`src/sbsc_pkg.sv`:
```
// Shared types, constants and codes of the stereo bipolar soft compressor.
// Used by every module of the block; depends on nothing.
package sbsc_pkg;

   // Sample format is fixed by the payload structs
   localparam int SAMPLE_BITS           = 24;
   localparam int CONTROL_FRAC_BITS_DEF = 24;
   localparam int CSR_INDEX_BITS        = 2;
   localparam int MUL_W                 = 64;

   // Register reset values
   localparam logic [15:0] INPUT_GAIN_RST        = 16'd8192;
   localparam logic [14:0] OUTPUT_GAIN_RECIP_RST = 15'd16384;
   localparam logic [19:0] SMOOTHING_COEF_RST    = 20'd0;
   localparam logic [15:0] WET_MIX_RST           = 16'd32768;

   typedef enum logic [CSR_INDEX_BITS-1:0] {
      CSR_INPUT_GAIN,
      CSR_OUTPUT_GAIN_RECIP,
      CSR_SMOOTHING_COEF,
      CSR_WET_MIX
   } csr_index_type;

   typedef struct packed {
      logic signed [SAMPLE_BITS-1:0] left_sample;
      logic signed [SAMPLE_BITS-1:0] right_sample;
   } req_data_type;

   typedef struct packed {
      logic signed [SAMPLE_BITS-1:0] left_out;
      logic signed [SAMPLE_BITS-1:0] right_out;
   } rsp_data_type;

   // Products computed on the shared multiplier, in issue order
   typedef enum logic [3:0] {
      ST_XG,
      ST_SQP,
      ST_TPOS,
      ST_SQN,
      ST_TNEG,
      ST_CALC,
      ST_CTRL,
      ST_TA,
      ST_TB,
      ST_W1,
      ST_W2,
      ST_P1,
      ST_P2
   } step_type;

   typedef enum logic [3:0] {
      S_IDLE,
      S_PREP,
      S_MUL_GO,
      S_MUL_WAIT,
      S_RECIP,
      S_DIV_GO,
      S_DIV_WAIT,
      S_MIX,
      S_ROUND,
      S_OUT
   } fsm_state_type;

   typedef struct packed {
      step_type step;
      logic     ch;
      logic     load_sample;
      logic     prep;
      logic     mul_start;
      logic     div_start;
      logic     load_cmax;
      logic     mix;
      logic     round;
      logic     out_load;
   } cmd_type;

   typedef struct packed {
      logic mul_done;
      logic div_done;
      logic tgt_zero;
      logic out_free;
   } stat_type;

endpackage

```
`src/sbsc_ctrl.sv`:
```
// Sequencer of the compressor: walks each channel through the product steps,
// the reciprocal division, the mix and the output load. Depends on sbsc_pkg.
module sbsc_ctrl (
   input  logic               clock,
   input  logic               reset,
   input  logic               req_valid,
   output logic               req_stall,
   input  sbsc_pkg::stat_type stat,
   output sbsc_pkg::cmd_type  cmd
);

   sbsc_pkg::fsm_state_type state_ff, state_in;
   sbsc_pkg::step_type      step_ff, step_in;
   logic                    ch_ff, ch_in;

   // Next state
   always_comb begin
      state_in = state_ff;
      step_in  = step_ff;
      ch_in    = ch_ff;
      case (state_ff)
         sbsc_pkg::S_IDLE: begin
            if (req_valid) begin
               ch_in    = 1'b0;
               state_in = sbsc_pkg::S_PREP;
            end
         end
         sbsc_pkg::S_PREP: begin
            step_in  = sbsc_pkg::ST_XG;
            state_in = sbsc_pkg::S_MUL_GO;
         end
         sbsc_pkg::S_MUL_GO: begin
            state_in = sbsc_pkg::S_MUL_WAIT;
         end
         sbsc_pkg::S_MUL_WAIT: begin
            if (stat.mul_done) begin
               state_in = sbsc_pkg::S_MUL_GO;
               case (step_ff)
                  sbsc_pkg::ST_XG:   step_in = sbsc_pkg::ST_SQP;
                  sbsc_pkg::ST_SQP:  step_in = sbsc_pkg::ST_TPOS;
                  sbsc_pkg::ST_TPOS: step_in = sbsc_pkg::ST_SQN;
                  sbsc_pkg::ST_SQN:  step_in = sbsc_pkg::ST_TNEG;
                  sbsc_pkg::ST_TNEG: state_in = sbsc_pkg::S_RECIP;
                  sbsc_pkg::ST_CALC: step_in = sbsc_pkg::ST_CTRL;
                  sbsc_pkg::ST_CTRL: step_in = sbsc_pkg::ST_TA;
                  sbsc_pkg::ST_TA:   step_in = sbsc_pkg::ST_TB;
                  sbsc_pkg::ST_TB:   step_in = sbsc_pkg::ST_W1;
                  sbsc_pkg::ST_W1:   step_in = sbsc_pkg::ST_W2;
                  sbsc_pkg::ST_W2:   step_in = sbsc_pkg::ST_P1;
                  sbsc_pkg::ST_P1:   step_in = sbsc_pkg::ST_P2;
                  sbsc_pkg::ST_P2:   state_in = sbsc_pkg::S_MIX;
                  default:           state_in = sbsc_pkg::S_IDLE;
               endcase
            end
         end
         sbsc_pkg::S_RECIP: begin
            // A zero target skips the division and uses the control maximum
            if (stat.tgt_zero) begin
               step_in  = sbsc_pkg::ST_CTRL;
               state_in = sbsc_pkg::S_MUL_GO;
            end else begin
               state_in = sbsc_pkg::S_DIV_GO;
            end
         end
         sbsc_pkg::S_DIV_GO: begin
            state_in = sbsc_pkg::S_DIV_WAIT;
         end
         sbsc_pkg::S_DIV_WAIT: begin
            if (stat.div_done) begin
               step_in  = sbsc_pkg::ST_CALC;
               state_in = sbsc_pkg::S_MUL_GO;
            end
         end
         sbsc_pkg::S_MIX: begin
            state_in = sbsc_pkg::S_ROUND;
         end
         sbsc_pkg::S_ROUND: begin
            if (ch_ff) begin
               state_in = sbsc_pkg::S_OUT;
            end else begin
               ch_in    = 1'b1;
               state_in = sbsc_pkg::S_PREP;
            end
         end
         sbsc_pkg::S_OUT: begin
            if (stat.out_free) begin
               state_in = sbsc_pkg::S_IDLE;
            end
         end
         default: begin
            state_in = sbsc_pkg::S_IDLE;
         end
      endcase
   end

   // Outputs
   always_comb begin
      cmd             = '0;
      cmd.step        = step_ff;
      cmd.ch          = ch_ff;
      req_stall       = (state_ff != sbsc_pkg::S_IDLE);
      case (state_ff)
         sbsc_pkg::S_IDLE:   cmd.load_sample = req_valid;
         sbsc_pkg::S_PREP:   cmd.prep        = 1'b1;
         sbsc_pkg::S_MUL_GO: cmd.mul_start   = 1'b1;
         sbsc_pkg::S_RECIP:  cmd.load_cmax   = stat.tgt_zero;
         sbsc_pkg::S_DIV_GO: cmd.div_start   = 1'b1;
         sbsc_pkg::S_MIX:    cmd.mix         = 1'b1;
         sbsc_pkg::S_ROUND:  cmd.round       = 1'b1;
         sbsc_pkg::S_OUT:    cmd.out_load    = stat.out_free;
         default:            cmd.step        = step_ff;
      endcase
   end

   always_ff @(posedge clock) begin
      if (reset) begin
         state_ff <= sbsc_pkg::S_IDLE;
         step_ff  <= sbsc_pkg::ST_XG;
         ch_ff    <= 1'b0;
      end else begin
         state_ff <= state_in;
         step_ff  <= step_in;
         ch_ff    <= ch_in;
      end
   end

endmodule

```
`config.mk`:
```
export PLATFORM = sky130hd
export DESIGN_NAME = sbsc_ctrl
export DESIGN_NICKNAME = d
export VERILOG_FILES = /design/src/sbsc_pkg.sv /design/src/sbsc_ctrl.sv
export SDC_FILE = /design/constraint.sdc
export NUM_CORES = 1
export LEC_CHECK = 0
export BUFFER_PORTS_ARGS = -buffer_cell sky130_fd_sc_hd__buf_2
export CAP_MARGIN = 0
export CORE_ASPECT_RATIO = 1.25
export CORE_MARGIN = 5
export CORE_UTILIZATION = 30
export CTS_CLUSTER_DIAMETER = 30
export CTS_CLUSTER_SIZE = 28
export DETAILED_ROUTE_END_ITERATION = 6
export SLEW_MARGIN = 0
export SYNTH_ARGS = -nofsm -noshare
export SYNTH_HDL_FRONTEND = slang
export SYNTH_SLANG_ARGS = --single-unit
export TNS_END_PERCENT = 30
```
`constraint.sdc`:
```
create_clock -name clock -period 2.1 [get_ports clock]
set_input_delay 0.105 -clock clock [delete_from_list [all_inputs] [get_ports clock]]
set_output_delay 0.105 -clock clock [all_outputs]
set_load 0.02 [all_outputs]
```
---- After elaboration in Yosys (flattened, before gate mapping) ----
Cells that the tools add are included.
word-level totals
  register bits ........................... 9
  output and inout bits ................... 14
  logic and storage cells ................. 62
operators by class
  eq/ne operators ......................... 27
  mux-type cells .......................... 23
  reduce and logical (&&, ||, !) cells .... 9
operator list
  kind                  number
  $pmux 4 s11           1
  $pmux 4 s10           1
  $eq 4x3->1 const B    8
  $mux 4                8
  $eq 4x4->1 const B    7
  $eq 4x2->1 const B    4
  $pmux 4 s4            1
  $ne 12x12->1 const B  1
  $reduce_or 11->1      1
  $ne 2x2->1 const B    5
  $mux 1                9
  $pmux 3 s3            1
  $eq 4x1->1 const B    2
  $logic_not 4->1       2
  $reduce_bool 4->1     2
  $reduce_and 5->1      1
  $reduce_and 4->1      1
  $mux 3                1
  $pmux 1 s2            1
  $reduce_and 2->1      1
  $reduce_bool 2->1     1

---- Longest topological paths before layout ----
  depth after elaboration ................. 5
  mapped depth ............................ 6
  gate-level depth less buffers ........... 5

---- Least setup slack after synthesis ----
OpenSTA, ideal clock, no wires.
  path kind ............................... flip-flop to flip-flop
  from .................................... register step_ff[2]
  to ...................................... register step_ff[3]
  arrival ................................. 1.442 ns
  data required time ...................... 1.981 ns
  slack ................................... 0.539 ns
  cell stages (with the launch flop) ...... 6
  clock period less this slack ............ 1.561 ns
  path through ............................ dfxtp_1 > nor3b_2 > nor3b_2 > o221ai_4 > nor4_2 > o221a_1
on the way
  word-level cells in the longest chain between the ends .. 4
  elaborated cells between the ends (all ways) .. 16
RTL lines
  element                             line              text
  start: declaration                  sbsc_ctrl.sv:13   sbsc_pkg::step_type step_ff, step_in;
  start signal: assignment            sbsc_ctrl.sv:118  step_ff <= sbsc_pkg::ST_XG;
  start signal: assignment            sbsc_ctrl.sv:122  step_ff <= step_in;
  $eq 4x4->1 (tied with other cells)  sbsc_ctrl.sv:38   case (step_ff)
  $pmux 4 s11                         sbsc_ctrl.sv:38
  $mux 4                              sbsc_ctrl.sv:36   if (stat.mul_done) begin
  $pmux 4 s4                          sbsc_ctrl.sv:21   case (state_ff)
Parallel ways exist; a longest one is shown, timed or not. The select of a mux whose other input is x is not followed.
A chain may end at the register's enable or synchronous reset.

---- Worst setup path in the final report ----
  from .................................... register state_ff[2]
  to ...................................... register step_ff[3]
on the way
  word-level cells in the longest chain between the ends .. 3
  elaborated cells between the ends (all ways) .. 11
RTL lines
  element                                                line              text
  start: declaration                                     sbsc_ctrl.sv:12   sbsc_pkg::fsm_state_type state_ff, state_in;
  start signal: assignment                               sbsc_ctrl.sv:117  state_ff <= sbsc_pkg::S_IDLE;
  start signal: assignment                               sbsc_ctrl.sv:121  state_ff <= state_in;
  $eq 4x2->1 (tied with other cells)                     sbsc_ctrl.sv:21
  $ne 12x12->1 (no source line) (tied with other cells)  --
  $reduce_and 5->1 (no source line)                      --
Parallel ways exist; a longest one is shown, timed or not.

==> load_flow_metrics.sql <==
INSERT INTO impl_metrics (metric_group, metric, value, unit) VALUES
('cells_and_area', 'mostFrequentLayoutCells', 'sky130_fd_sc_hd__buf_2 (20), sky130_fd_sc_hd__nor2_1 (10), sky130_fd_sc_hd__dfxtp_1 (9)', ''),
('global_routing', 'grt.overflow.total', '0', ''),
('detailed_routing', 'antenna_violating_nets_post_route', '0', ''),
('detailed_routing', 'dr_total_vias', '792', ''),
('timing', 'rsz0062_at_grt', 'false', ''),
('die', 'initial_cell_density_of_the_core', '0.3139', ''),
('run_status', 'run_status', 'finished clean', ''),
('detailed_routing', 'detailedRoute.firstIterationViolations', '5', ''),
('cells_and_area', 'multi_input_area', '510.5', 'sq um'),
('synthesis', 'post_syn_instances', '100', ''),
('global_routing', 'grt_first_pass_wirelength', '3.305', 'mm'),
('detailed_routing', 'routed_wl_per_cell', '12.84', 'um'),
('cells_and_area', 'fillCellCount', '272', ''),
('timing', 'finalSetupTns', '0', 'ns'),
('clock_network', 'ctsHoldBuffers', '0', ''),
('setup_path', 'critPathKind', 'flip-flop to flip-flop', ''),
('setup_path', 'cp_launch_type', 'flip-flop', ''),
('synthesis', 'flip_flop_and_latch_count_after_synthesis', '9', ''),
('global_routing', 'grt_antenna_before_repair', '0', ''),
('synthesis', 'yosys.cell_types.count', '43', ''),
('global_routing', 'grt_pass1_vias', '776', ''),
('timing', 'period_needed', '1.790', 'ns'),
('synthesis', 'mappedNetlistArea', '762.0', 'sq um'),
('power', 'pwr_density_cell', '664.1', 'nW/um^2'),
('placed_design', 'dp_hpwl', '1.471', 'mm'),
('synthesis', 'synthesis.nets', '107', ''),
('setup_path', 'cp_max_fo', '17', ''),
('cells_and_area', 'area.growth.synth_to_final', '19.05', '%'),
('clock_network', 'cts_max_path_buffers', '2', ''),
('clock_network', 'cts_inserted_buffers', '3', ''),
('die', 'core-area', '2427', 'sq um'),
('clock_network', 'post_cts_resized', '0', ''),
('power', 'irDropWorstVdd', '0.5124', 'mV'),
('timing', 'fin_skew', '0.007563', 'ns'),
('setup_path', 'worst_ep_arrival_time', '1.99', 'ns'),
('synthesis', 'synth-seq-area-share', '0.2365', ''),
('clock_network', 'postCtsSetupBuffers', '0', ''),
('timing', 'period_share', '0.8526', ''),
('detailed_routing', 'totalWireLength', '1.952', 'mm'),
('job', 'maxCapViolCount', '0', ''),
('detailed_routing', 'detail_route.drc_violations', '0', ''),
('die', 'placementRows', '20', ''),
('clock_network', 'cts_tree', 'done', ''),
('synthesis', 'post_synth.cell_area_avg', '7.620', 'sq um'),
('timing', 'finalSetupViolCount', '0', ''),
('global_routing', 'grt_start_max_net_pins', '18', ''),
('cells_and_area', 'regArea', '180.2', 'sq um'),
('die', 'fp.dieH', '66.35', 'um'),
('cells_and_area', 'final_common_cell', 'sky130_fd_sc_hd__buf_2', ''),
('synthesis', 'ys_warn_count', '0', ''),
('clock_network', 'clock_slew_at_the_register_clock_pins_of_the_worst_setup_and_hold_paths', '0.06', 'ns'),
('placed_design', 'count_of_buffers_inserted_at_the_top_level_ports', '20', ''),
('timing', 'tightest_slew', '0.5066', 'ns'),
('cells_and_area', 'drive_gt1_frac', '0.2689', ''),
('detailed_routing', 'via_per_inst', '5.211', ''),
('synthesis', 'synth_ff_type', 'sky130_fd_sc_hd__dfxtp_1', ''),
('timing', 'timing_max_transition_violations_final', '0', ''),
('cells_and_area', 'finalCoreUtilization', '0.3737', ''),
('clock_network', 'clkSinkCount', '9', ''),
('synthesis', 'synth_enable_flop_cells', '0', ''),
('clock_network', 'cts_root_buffer_type', 'sky130_fd_sc_hd__clkbuf_4', ''),
('die', 'dieArea', '3654', 'sq um'),
('setup_path', 'cp-end-kind', 'flip-flop', ''),
('die', 'io_pins', '21', ''),
('synthesis', 'synthArstFlopShare', '0', ''),
('timing', 'final-hold-violation-count', '0', ''),
('clock_network', 'h-tree-depth', '1', ''),
('clock_network', 'clkLatencyLatePin', '0.26', 'ns'),
('timing', 'max_slew_margin', '0.6618', ''),
('die', 'chipWidth', '55.08', 'um'),
('hold_path', 'timing.hold.worst.class', 'input pin to flip-flop', ''),
('setup_path', 'worst-endpoint-required', '2.30', 'ns'),
('cells_and_area', 'antenna-diode-count', '0', ''),
('placed_design', 'globalplace.congestion', '0.8364', ''),
('global_routing', 'grt_usage', '0.1186', ''),
('timing', 'clock.fmax', '558.5', 'MHz'),
('power', 'total_leakage_power', '0.3559', 'nW'),
('detailed_routing', 'detail_route.first_pass.iterations', '4', ''),
('cells_and_area', 'finalNetCount', '127', '');
[cell families (layout without fill, tap and decap cells)]
| logic type | after synthesis | after routing | share of synthesized area |
|---|---|---|---|
| buf+inv | 16 | 35 | 0.09357 |
| flops | 9 | 9 | 0.2364 |
| compound gates | 27 | 27 | 0.2825 |
| simple gates | 47 | 47 | 0.3744 |
| mux | 1 | 1 | 0.01314 |
[registers in the layout, indices dropped and copies added, names as in the netlist]
name / cells
step_ff: 4
state_ff: 4
ch_ff: 1
[final cells by class]
type                       instances  area share
inverter                           9     0.03724
clock buffer                       4     0.02897
timing repair buffer              22      0.1269
sequential                         9      0.1986
tap                               33     0.04552
multi-input combinational         75      0.5628
[worst max-delay path, stage by stage, from the launching register on]
cell and delay (ns):
sky130_fd_sc_hd__dfxtp_1 0.47, sky130_fd_sc_hd__nand4bb_1 0.36, sky130_fd_sc_hd__nor3b_2 0.31, sky130_fd_sc_hd__o221ai_4 0.20, sky130_fd_sc_hd__nor4_2 0.18, sky130_fd_sc_hd__o221a_1 0.21
[per-stage QoR]
stage / hold WS (ns) / std cells / setup WS, ns / area [sq um] / total power [mW]
2_1_floorplan: 0.2924 / 100 / 0.5390 / 762.0 / 0.4020
3_3_place_gp: 0.3999 / 148 / 0.4100 / 880.8 / 0.4748
3_5_place_dp: 0.4044 / 148 / 0.3255 / 880.8 / 0.4780
4_1_cts: 0.1252 / 152 / 0.3050 / 907.1 / 0.6103
5_1_grt: 0.1277 / 152 / 0.1172 / 907.1 / 0.6501
6_report: 0.1319 / 152 / 0.3095 / 907.1 / 0.6024
[cell usage after synthesis, types with 2 or more instances]
cell / number / share of area
sky130_fd_sc_hd__nor2b_1: 2 / 0.016
sky130_fd_sc_hd__nor2_1: 10 / 0.049
sky130_fd_sc_hd__nand2b_1: 3 / 0.025
sky130_fd_sc_hd__nor4bb_1: 2 / 0.026
sky130_fd_sc_hd__o21ai_0: 5 / 0.033
sky130_fd_sc_hd__and3_1: 3 / 0.025
sky130_fd_sc_hd__dfxtp_1: 9 / 0.24
sky130_fd_sc_hd__nor3b_2: 2 / 0.033
sky130_fd_sc_hd__nand3b_1: 2 / 0.020
sky130_fd_sc_hd__inv_1: 8 / 0.039
sky130_fd_sc_hd__buf_2: 3 / 0.020
sky130_fd_sc_hd__a211oi_1: 3 / 0.030
sky130_fd_sc_hd__nor3_1: 4 / 0.026
sky130_fd_sc_hd__nor3b_1: 3 / 0.030
sky130_fd_sc_hd__nand2_1: 8 / 0.039
sky130_fd_sc_hd__buf_4: 2 / 0.020
sky130_fd_sc_hd__a21oi_1: 4 / 0.026
sky130_fd_sc_hd__a31oi_1: 2 / 0.016
[report_power, final]
part           leakage (nW)  internal, mW  switching, mW
clock network        0.0150        0.0730         0.0566
registers            0.0732         0.186         0.0306
logic                 0.268         0.104          0.153
total                 0.356         0.363          0.240
[path summary, 6_finish.rpt]
path | from | depth (start not counted) | to | slack (ns)
setup / recovery | state_ff[2]$_SDFFE_PP0P_ | 5 | step_ff[3]$_SDFFE_PP0P_ | 0.31
hold / removal | reset | 2 | state_ff[0]$_SDFFE_PP0P_ | 0.13
setup reg to reg | state_ff[2]$_SDFFE_PP0P_ | 5 | step_ff[3]$_SDFFE_PP0P_ | 0.31
hold reg to reg | ch_ff$_SDFFE_PP0P_ | 2 | ch_ff$_SDFFE_PP0P_ | 0.52
[metal layers]
| layer | global-route usage | vias to the layer above | wire, um | part of all wire |
|---|---|---|---|---|
| met3 | 0.04515 | 0 | 104 | 0.053 |
| met5 | 0 | - | 0 | 0 |
| met1 | 0.1390 | 367 | 894 | 0.46 |
| met4 | 0.01824 | 0 | 0 | 0 |
| li1 | - | 407 | - | - |
| met2 | 0.2027 | 18 | 953 | 0.49 |
Power figures use the tool's default switching activity.
